## src/vmc_pkg.sv

```systemverilog
// ----------------------------------------------------------------------------
// vmc_pkg: shared types and constants for the vector magnitude clamp
// Item structs, status codes, register indexes and pipeline depths.
// ----------------------------------------------------------------------------
package vmc_pkg;

  localparam int COMP_W      = 32;
  localparam int LEN_W       = 31;
  localparam int SQ_W        = 64;
  localparam int PROD_W      = 63;
  localparam int ROOT_W      = 32;
  localparam int QUO_W       = 33;
  localparam int LANES       = 3;
  localparam int CFG_IDX_W   = 1;
  localparam int SQRT_STAGES = 32;
  localparam int DIV_STAGES  = QUO_W + 1;

  typedef enum logic [1:0] {
    ST_UNCHANGED = 2'd0,
    ST_RAISED    = 2'd1,
    ST_LOWERED   = 2'd2,
    ST_ZERO      = 2'd3
  } clamp_status_t;

  typedef enum logic [CFG_IDX_W-1:0] {
    REG_MIN_LENGTH = 1'b0,
    REG_MAX_LENGTH = 1'b1
  } cfg_reg_t;

  typedef struct packed {
    logic signed [COMP_W-1:0] vec_x;
    logic signed [COMP_W-1:0] vec_y;
    logic signed [COMP_W-1:0] vec_z;
  } in_item_t;

  typedef struct packed {
    logic signed [COMP_W-1:0] out_x;
    logic signed [COMP_W-1:0] out_y;
    logic signed [COMP_W-1:0] out_z;
    logic [1:0]               clamp_status;
  } out_item_t;

  typedef struct packed {
    logic [LANES-1:0][COMP_W-1:0] raw;
    logic [LANES-1:0]             neg;
    clamp_status_t                status;
  } side_t;

endpackage

```

## src/vmc_lane_front.sv

```systemverilog
// ----------------------------------------------------------------------------
// vmc_lane_front: per-component magnitude and square
// Two register stages: sign/magnitude split, then the exact square.
// ----------------------------------------------------------------------------
module vmc_lane_front (
  input  logic                             clk,
  input  logic [vmc_pkg::COMP_W-1:0]       comp,
  output logic [vmc_pkg::COMP_W-1:0]       mag,
  output logic                             neg,
  output logic [vmc_pkg::SQ_W-1:0]         sq
);

  logic [vmc_pkg::COMP_W-1:0] mag_a;
  logic                       neg_a;

  always_ff @(posedge clk) begin
    neg_a <= comp[vmc_pkg::COMP_W-1];
    mag_a <= comp[vmc_pkg::COMP_W-1] ? (~comp + 1'b1) : comp;
    sq    <= vmc_pkg::SQ_W'(mag_a) * vmc_pkg::SQ_W'(mag_a);
    mag   <= mag_a;
    neg   <= neg_a;
  end

endmodule

```

## config.mk

```make
export PLATFORM = sky130hd
export DESIGN_NAME = vmc_lane_front
export DESIGN_NICKNAME = d
export VERILOG_FILES = /design/src/vmc_pkg.sv /design/src/vmc_lane_front.sv
export SDC_FILE = /design/constraint.sdc
export NUM_CORES = 2
export LEC_CHECK = 0
export BUFFER_PORTS_ARGS = -buffer_cell sky130_fd_sc_hd__buf_2
export CAP_MARGIN = 20
export CORE_MARGIN = 5
export CORE_UTILIZATION = 45
export CTS_CLUSTER_DIAMETER = 200
export CTS_CLUSTER_SIZE = 10
export DETAILED_ROUTE_END_ITERATION = 10
export GPL_ROUTABILITY_DRIVEN = 0
export PLACE_DENSITY = 0.66
export SYNTH_ARGS = -nofsm -noshare
export SYNTH_HDL_FRONTEND = slang
export SYNTH_SLANG_ARGS = --single-unit
```

## constraint.sdc

```tcl
create_clock -name clk -period 12.7 [get_ports clk]
set_clock_uncertainty 0.1 [all_clocks]
set_input_delay 1.27 -clock clk [delete_from_list [all_inputs] [get_ports clk]]
set_output_delay 1.27 -clock clk [all_outputs]
set_load 0.02 [all_outputs]
```

==> flow_summary.toml <==
[finish]
num-fill-cells = 6781
final_nets = 4634
final_core_util_pct = 48.3
layout-drive-gt1-share_pct = 6.56
syn2layout_area_growth_pct = 6.76
diodes = 0

[synthesis]
syn_area_mm2 = 0.0329
synth_top_family_by_area = "adder cells"
synth_flop_cell = "dfxtp_1"
synth-xor-area-share_pct = 3.41
synth_fp_nets = 4585
yosys.area_share.adder_pct = 59.7
synth_top_area_share_pct = 48.2
synth_async_sr_flop_share_pct = 0
synth-edff-count = 0
synth_compound_area_share_pct = 5.36
syn_area_per_cell_um2 = 9.50
synth_area_leaders = "fa_1 (48%), ha_1 (11%), inv_1 (11%)"
synth_top_area_cell = "fa_1"
yosysWarnings = 0
synth_mux_area_share_pct = 0.190
yosysSeqAreaShare_pct = 7.80
synth_seq_cells = 128
synth-simple-area-share_pct = 10.8
synth_cells = 3458
synth.distinct_cells = 61

[die]
row_count = 99
initial_core_util_pct = 45.2
io_pins = 130
die_w_um = 280
die_y_um = 280
core_mm2 = 0.0727
die_area_mm2 = 0.0785

[setup_path]
max_stage_delay_ns = 0.61
cp_cell_sequence = "buf_4 > clkinv_1 > nor2_1 > fa_1 > fa_1 > inv_1 > fa_1 > fa_1 > inv_1 > fa_1 > fa_1 > fa_1 > fa_1 > ha_1 > and3_1 > or4b_2 > nor2_1 > nand4_1 > a21oi_1 > o2111ai_1 > a221oi_2 > a21oi_1 > o311ai_0"
path_max_fanout = 27
endpoint_kind = "flip-flop"
worstSetupStartpointType = "flip-flop"
cp_data_required_time_ns = 12.92
slowest_stage = "or4b_2"
crit_top_cell = "fa_1"
worstPathArrival_ns = 9.56
crit_type = "flip-flop to flip-flop"

[timing]
max-slew-margin-rel_pct = 33.1
period_share_pct = 73.5
setup_viol = 0
worst_pin_slew_ns = 1.00
hold_viol = 0
fmax_ghz = 0.107
setup_tns_ns = 0
fin_crit_ns = 9.34
slew_violations = 0
rsz0062_at_grt = "false"

[global_routing]
grt_pass1_vias = 24900
grt_pass1_wl_um = 138000
antenna_found_initial = 0
grt.total_usage_pct = 22.7
grt_start_max_net_pins = 41
grt-ovfl-total = 0

[cts]
clockBufferDepth = 2
post-cts-setup-buffers = 0
ctsResizeCount = 0
clkTransAtPathRegs_ns = 0.09
cts_root_buf = "clkbuf_16"
cts_num_sinks = 128
cts_buffers = 17
cts_hold_buf = 0
clock_latency_ns = 0.46
cts_max_level = 4
cts_tree = "built"

[detailed_routing]
first_pass_iters = 5
vias = 22800
viasPerCell = 5.08
wl_um = 86400
drc = 0
drt_iter0_drc = 1330
wire_per_inst_um = 19.3
ant_nets = 0

[job]
drv_cap = 0

[placed_design]
hpwl_um = 69400
io_buffer_count = 128

[outcome]
outcome = "completed"

[worst_hold_path]
worst_hold_path_type = "flip-flop to flip-flop"
==> area by class of cell <==
class / instances / area [µm²] / share of cell area [%]
clock buffers: 20 / 467 / 1.33
flip-flops and latches: 128 / 2560 / 7.30
well taps: 959 / 1200 / 3.42
inverters: 974 / 3660 / 10.4
multi-input cells: 2221 / 26100 / 74.5
repair buffers: 165 / 918 / 2.62
clock inverters: 11 / 155 / 0.442
==> flip-flops by register name, indices dropped and copies added (netlist names) <==
| name | cells |
|---|---|
| mag | 31 |
| mag_a | 32 |
| sq | 63 |
| neg_a | 1 |
| neg | 1 |
==> kinds of logic after synthesis <==
family | count (synthesis)
buffers and inverters | 1109
adder cells (fa/ha/maj) | 1094
AND/OR/NAND/NOR | 716
AO/OA/AOI/OAI | 276
XOR/XNOR | 128
flip-flops | 128
multiplexers | 6
other | 1
==> synth_stat cells, types with 5 or more instances <==
cell      instances
o21a_1            5
nand2_1         309
or2_2             9
clkbuf_1        128
ha_1            302
o41ai_1           5
fa_1            792
nand3_1          19
o31ai_1           6
o21bai_1         18
a21oi_1          98
dfxtp_1         128
and2_1          234
o21ai_0          49
xnor2_1          79
nor4_1            5
nand4_1          18
a211oi_1          8
xor2_1           49
nand2b_1          5
and3_1            5
a21o_1           33
nor2b_1          14
nor3_1           13
nor2_1           69
inv_1           973
a21boi_0          5
a31oi_1          12
a31o_2           12
==> per-layer routing <==
metal / track usage [%] / wire length (µm) / up-vias
met5: 0 / 0 / -
met4: 6.51 / 2990 / 0
met3: 3.33 / 5200 / 168
met2: 39.9 / 43700 / 711
met1: 29.3 / 34600 / 11600
li1: - / - / 10200
==> worst max-delay path: cells and delay by family (launching register included) <==
family,cells,cell delay (ns)
adders and majority gates,9,4.41
buffers and inverters,4,0.98
AOI/OAI and AO/OA,5,1.79
and+or+nand+nor,5,1.58
DFF,1,0.32
==> final timing paths <==
check,startpoint,end,slack [ns],depth (start not counted)
setup / recovery,mag_a[16],sq[53],3.36,23
hold / removal,neg_a,neg,0.22,0
setup reg to reg,mag_a[16],sq[53],3.36,23
hold reg to reg,neg_a,neg,0.22,0
==> cells in the final DEF (no fill, tap or decap), types with 6 or more instances in the layout <==
cell         n
o31ai_1      6
dfxtp_1    128
nor3_1      13
nor2_1      69
xnor2_1     79
nand2_1    309
or2_2        9
nand4_1     18
inv_1      973
nor2b_1     14
a21oi_1     98
o21ai_0     49
a31oi_1     12
fa_1       792
nand3_1     19
ha_1       302
a21o_1      33
a211oi_1     8
buf_4       36
buf_2      128
and2_1     234
o21bai_1    18
clkbuf_16   17
xor2_1      49
a31o_2      12
==> metrics by stage <==
step	worst slack, ns	cells	hold WS [ns]	instance area, µm²
6_report	3.36	4478	0.218	35100
5_1_grt	2.98	4478	0.224	35100
4_1_cts	3.42	4477	0.220	35100
3_5_place_dp	3.45	4446	0.212	34500
3_3_place_gp	3.56	4446	0.210	34500
2_1_floorplan	4.92	3458	0.210	32900
Power is left out: the tool's default activity adds up to more than one toggle a clock period on the data nets, which glitch-free logic cannot reach.
