[config.mk]
export PLATFORM = sky130hd
export DESIGN_NAME = vmc_isqrt
export DESIGN_NICKNAME = d
export VERILOG_FILES = /design/src/vmc_pkg.sv /design/src/vmc_isqrt.sv
export SDC_FILE = /design/constraint.sdc
export NUM_CORES = 2
export LEC_CHECK = 0
export BUFFER_PORTS_ARGS = -buffer_cell sky130_fd_sc_hd__buf_4
export CORE_MARGIN = 10
export CORE_UTILIZATION = 50
export CTS_CLUSTER_DIAMETER = 200
export DETAILED_ROUTE_END_ITERATION = 8
export PLACE_DENSITY = 0.65
export SYNTH_ARGS = -nofsm -noshare
export SYNTH_HDL_FRONTEND = slang
export SYNTH_SLANG_ARGS = --single-unit
[constraint.sdc]
create_clock -name clk -period 4.2 [get_ports clk]
set_input_delay 0.84 -clock clk [delete_from_list [all_inputs] [get_ports clk]]
set_output_delay 0.84 -clock clk [all_outputs]
set_load 0.01 [all_outputs]
[src/vmc_pkg.sv]
// ----------------------------------------------------------------------------
// vmc_pkg: shared types and constants for the vector magnitude clamp
// Item structs, status codes, register indexes and pipeline depths.
// ----------------------------------------------------------------------------
package vmc_pkg;

  localparam int COMP_W      = 32;
  localparam int LEN_W       = 31;
  localparam int SQ_W        = 64;
  localparam int PROD_W      = 63;
  localparam int ROOT_W      = 32;
  localparam int QUO_W       = 33;
  localparam int LANES       = 3;
  localparam int CFG_IDX_W   = 1;
  localparam int SQRT_STAGES = 32;
  localparam int DIV_STAGES  = QUO_W + 1;

  typedef enum logic [1:0] {
    ST_UNCHANGED = 2'd0,
    ST_RAISED    = 2'd1,
    ST_LOWERED   = 2'd2,
    ST_ZERO      = 2'd3
  } clamp_status_t;

  typedef enum logic [CFG_IDX_W-1:0] {
    REG_MIN_LENGTH = 1'b0,
    REG_MAX_LENGTH = 1'b1
  } cfg_reg_t;

  typedef struct packed {
    logic signed [COMP_W-1:0] vec_x;
    logic signed [COMP_W-1:0] vec_y;
    logic signed [COMP_W-1:0] vec_z;
  } in_item_t;

  typedef struct packed {
    logic signed [COMP_W-1:0] out_x;
    logic signed [COMP_W-1:0] out_y;
    logic signed [COMP_W-1:0] out_z;
    logic [1:0]               clamp_status;
  } out_item_t;

  typedef struct packed {
    logic [LANES-1:0][COMP_W-1:0] raw;
    logic [LANES-1:0]             neg;
    clamp_status_t                status;
  } side_t;

endpackage

[src/vmc_isqrt.sv]
// ----------------------------------------------------------------------------
// vmc_isqrt: pipelined integer square root
// One result bit per stage; the root is floor(sqrt(radicand)).
// ----------------------------------------------------------------------------
module vmc_isqrt (
  input  logic                        clk,
  input  logic [vmc_pkg::SQ_W-1:0]    radicand,
  output logic [vmc_pkg::ROOT_W-1:0]  root
);

  localparam int N = vmc_pkg::SQRT_STAGES;
  localparam int W = vmc_pkg::SQ_W;

  logic [W-1:0] rem_st [N];
  logic [W-1:0] res_st [N];

  for (genvar k = 0; k < N; k++) begin : g_stage
    localparam logic [W-1:0] BIT = W'(1) << (W - 2 - 2 * k);
    logic [W-1:0] v_in;
    logic [W-1:0] r_in;
    logic [W-1:0] trial;

    if (k == 0) begin : g_first
      assign v_in = radicand;
      assign r_in = '0;
    end else begin : g_next
      assign v_in = rem_st[k-1];
      assign r_in = res_st[k-1];
    end

    assign trial = r_in + BIT;

    always_ff @(posedge clk) begin
      if (v_in >= trial) begin
        rem_st[k] <= v_in - trial;
        res_st[k] <= (r_in >> 1) + BIT;
      end else begin
        rem_st[k] <= v_in;
        res_st[k] <= r_in >> 1;
      end
    end
  end

  assign root = res_st[N-1][vmc_pkg::ROOT_W-1:0];

endmodule

==> metrics <==
number of synthesized flops with an enable pin=0; core area=between 150000 and 200000 um^2; largest net degree at the start of global routing=57; row cnt=160; clock tree from TritonCTS=yes; Async SR Flop Fraction=0%; IO Port Bufs=96; crit path capture type=flip-flop; setup TNS=0 ns; CTS buffer count=about 240; Total GRT Usage=22.8%; startpoint types=flip-flop; Max Slew Vio Count=0; Final Hold Fails=0; proportion of layout cells with a drive suffix above 1=8.12%; sequential share of power=about 45%; Max FO, Critical Path=8; HP Class=primary input to flip-flop; P&R area growth vs syn=13.8%; Synth Instances=9609; Sink Count=~2500; fin cells=roughly 13000; Cells after DPL=12100; hpwl dp=between 150 and 200 mm; syn_area_per_cell=9.95 um^2; Max rail drop VDD=~460 uV; Seq/Total Area, Yosys=52.6%; vias after detailed routing=between 60000 and 70000; Pint=roughly 51 mW; post-synth design cell area=about 96000 um^2; antenna-violating nets left=0; pwr dens=roughly 700 nW/um^2; status=finished, final reports clean; Max Cap Viol=0; initial antenna violation count=12; cell accounting for the most synthesized area=dfxtp_1; number of post-CTS setup repair buffers=0; RSZ-0062 raised after global routing=no; DRT iter0 DRCs=4907; worst-skew pair later-pin latency=0.91 ns; vias in the first global route=roughly 70000; Synth warnings=0; DP Area=99700 um^2; drt wl/cell=around 20 um; period utilization=around 94%; Req. time, crit path=roughly 4.9 ns; First-pass DRT Iterations=6; leakage power=slightly below 50 nW; critical path class=flip-flop to flip-flop; Total Power=75.9 mW; chip height=between 400 and 500 um; Netlist cell types=89; Synth area leaders=dfxtp_1 (53%), ha_1 (7.3%), xnor2_1 (4.8%); cell area after layout=109000 um^2; fin crit period=roughly 4.0 ns; sw frac=between 30 and 40%; Max clock buf depth=3; Primary FF master, synth=dfxtp_1; Net Switching=~25 mW; initial cell density of the core=about half; relative slew slack=~16%; RePlAce Congestion=approximately 0.94; worst stage delay on the critical path=between 0.9 and 1 ns; Yosys top cell area share=a little over half; Comb pwr share=around a quarter; Nets=approximately 11000; synthesized net count=between 10000 and 15000; CTS root buf=clkbuf_16; first-pass GRT wire length=~380 mm; slowest stage cell, crit path=a211oi_1; Routed Wire Length=~250 mm; critical path arrival=between 4 and 5 ns; most used cell, CP=nand4_1; die area=approximately 210000 um^2; Setup violations, final=0; total gr overflow=0; Die W=457 um; via/cell ratio=5.49; FF+latch count, synth=around 2500; # IOs=slightly below 100; fmax=between 200 and 300 MHz; Layout Skew=approximately 0.091 ns; Top Family by Delay on Critical Path=simple AND/OR/NAND/NOR gates; crit path cell chain=inv_1, ha_1, nand4_1, nor4_1, nand4b_1, nand3_1, a211oi_2, a211oi_1, nand4_1, xnor2_1; clk slew on worst S/H paths=about 0.070 ns; DR DRC count=0; H-tree depth=4; Worst-Margin Slew=between 1 and 1.5 ns; power share of the clock group=between 20% and 30%; CP bufs+invs=1
## per-layer routing
layer,up-vias,share of wire (%),global-route usage (%)
met5,-,0.0081,0
met4,2,2.2,5.63
met3,366,5.7,4.12
met2,1636,48,39.0
met1,33300,44,29.8
li1,34200,-,-
## sequential cells by signal, indices dropped and copies added (netlist names)
signal  count
rem_st   1984
res_st    528
## Yosys cell counts, drive strengths merged, types with 12 or more instances
library cell / instances
nor4b: 58
dfxtp: 2512
and4: 29
nor3b: 24
a31oi: 32
nand4b: 27
o2111ai: 19
a21oi: 658
nand3b: 36
nand4: 170
a21o: 211
nor2: 664
o31ai: 46
o21ai: 412
or3: 104
or2: 40
nor3: 227
o211ai: 41
and3: 35
a211oi: 52
xnor2: 520
o21bai: 56
xor2: 365
inv: 693
and2: 33
nor4: 336
or4: 85
o21a: 94
buf: 31
a21boi: 18
nand2: 592
mux2: 108
o31a: 15
clkbuf: 161
nand3: 178
nor2b: 71
a211o: 12
ha: 558
nand2b: 107
a2111oi: 22
## power groups by stage
| stage | Sequential (mW) | Combinational [mW] | Clock (mW) |
|---|---|---|---|
| 5_1_grt | 34.8 | 21.2 | 23.9 |
| 4_1_cts | 34.3 | 19.0 | 22.9 |
| 3_3_place_gp | 34.8 | 18.6 | 0 |
| 2_1_floorplan | 32.4 | 14.4 | 0 |
| 3_5_place_dp | 34.8 | 18.7 | 0 |
| 6_report | 34.4 | 19.1 | 22.5 |
## layout by cell type, fill, tap and decap left out, drive strengths merged, types with 33 or more instances in the layout
cell / netlist / routed
a21oi: 658 / 658
nor2: 664 / 664
xor2: 365 / 365
dlygate4sd3: 0 / 59
xnor2: 520 / 520
inv: 693 / 702
nand3b: 36 / 36
nor4: 336 / 336
nor3: 227 / 227
nor4b: 58 / 58
clkinv: 0 / 72
nor2b: 71 / 71
o21a: 94 / 94
o21ai: 412 / 412
o31ai: 46 / 46
ha: 558 / 558
dfxtp: 2512 / 2512
or4: 85 / 85
nand2b: 107 / 107
or3: 104 / 104
o21bai: 56 / 56
buf: 31 / 209
and2: 33 / 33
o211ai: 41 / 41
a211oi: 52 / 52
and3: 35 / 35
clkbuf: 161 / 309
a21o: 211 / 211
or2: 40 / 40
nand4: 170 / 170
mux2: 108 / 108
nand3: 178 / 178
nand2: 592 / 592
## worst register-to-register path: stages (launching register included)
cell and delay (ns):
dfxtp_1 0.39, inv_1 0.06, ha_1 0.41, nand4_1 0.29
nor4_1 0.79, nand4b_1 0.20, nand3_1 0.19, a211oi_2 0.15
a211oi_1 0.99, nand4_1 0.22, xnor2_1 0.17
## stage by stage
stage	util (%)	hold slack, ns	setup slack (ns)
floorplan	-	0.322	0.895
global placement	52.4	0.330	0.138
detailed placement	52.4	0.331	0.244
CTS	57.2	0.000140	0.220
global route	57.2	0.00784	0.0571
finish	57.2	0.0614	0.239
## cell families (layout without fill, tap and decap cells)
group | after synthesis | in the layout | synth area share [%]
other | 0 | 3 | 0
AOI/OAI and AO/OA | 1809 | 1809 | 11.7
xor gates and xnor gates | 885 | 885 | 8.11
adders and majority gates | 558 | 558 | 7.30
DFF | 2512 | 2512 | 52.6
and+or+nand+nor | 2845 | 2845 | 15.4
muxes | 115 | 115 | 1.35
buffers and inverters | 885 | 1407 | 3.53
## repair_timing
action,4_1_cts,5_1_grt
setup endpoints to repair,0,5
hold endpoints to repair,59,0
hold buffers,59,0
resized for setup,0,1
## final timing paths
path,depth (start not counted),slack [ns],startpoint,end
setup / recovery,10,0.24,res_st[1][669]$_DFF_P_,rem_st[1][762]$_DFF_P_
hold / removal,1,0.06,radicand[47],rem_st[0][47]$_DFF_P_
setup reg to reg,10,0.24,res_st[1][669]$_DFF_P_,rem_st[1][762]$_DFF_P_
hold reg to reg,0,0.29,res_st[1][656]$_DFF_P_,res_st[1][719]$_DFF_P_
## area by class of cell
class / instances / area [um^2]
diodes: 3 / 7.51
well taps: 2511 / 3140
inverters: 693 / 2600
fillers: 16400 / 81400
repair buffers: 268 / 2210
clock inverters: 137 / 1860
multi-input cells: 6212 / 42000
clock buffers: 309 / 6620
flip-flops and latches: 2512 / 50300
(Power assumes the default switching activity.)
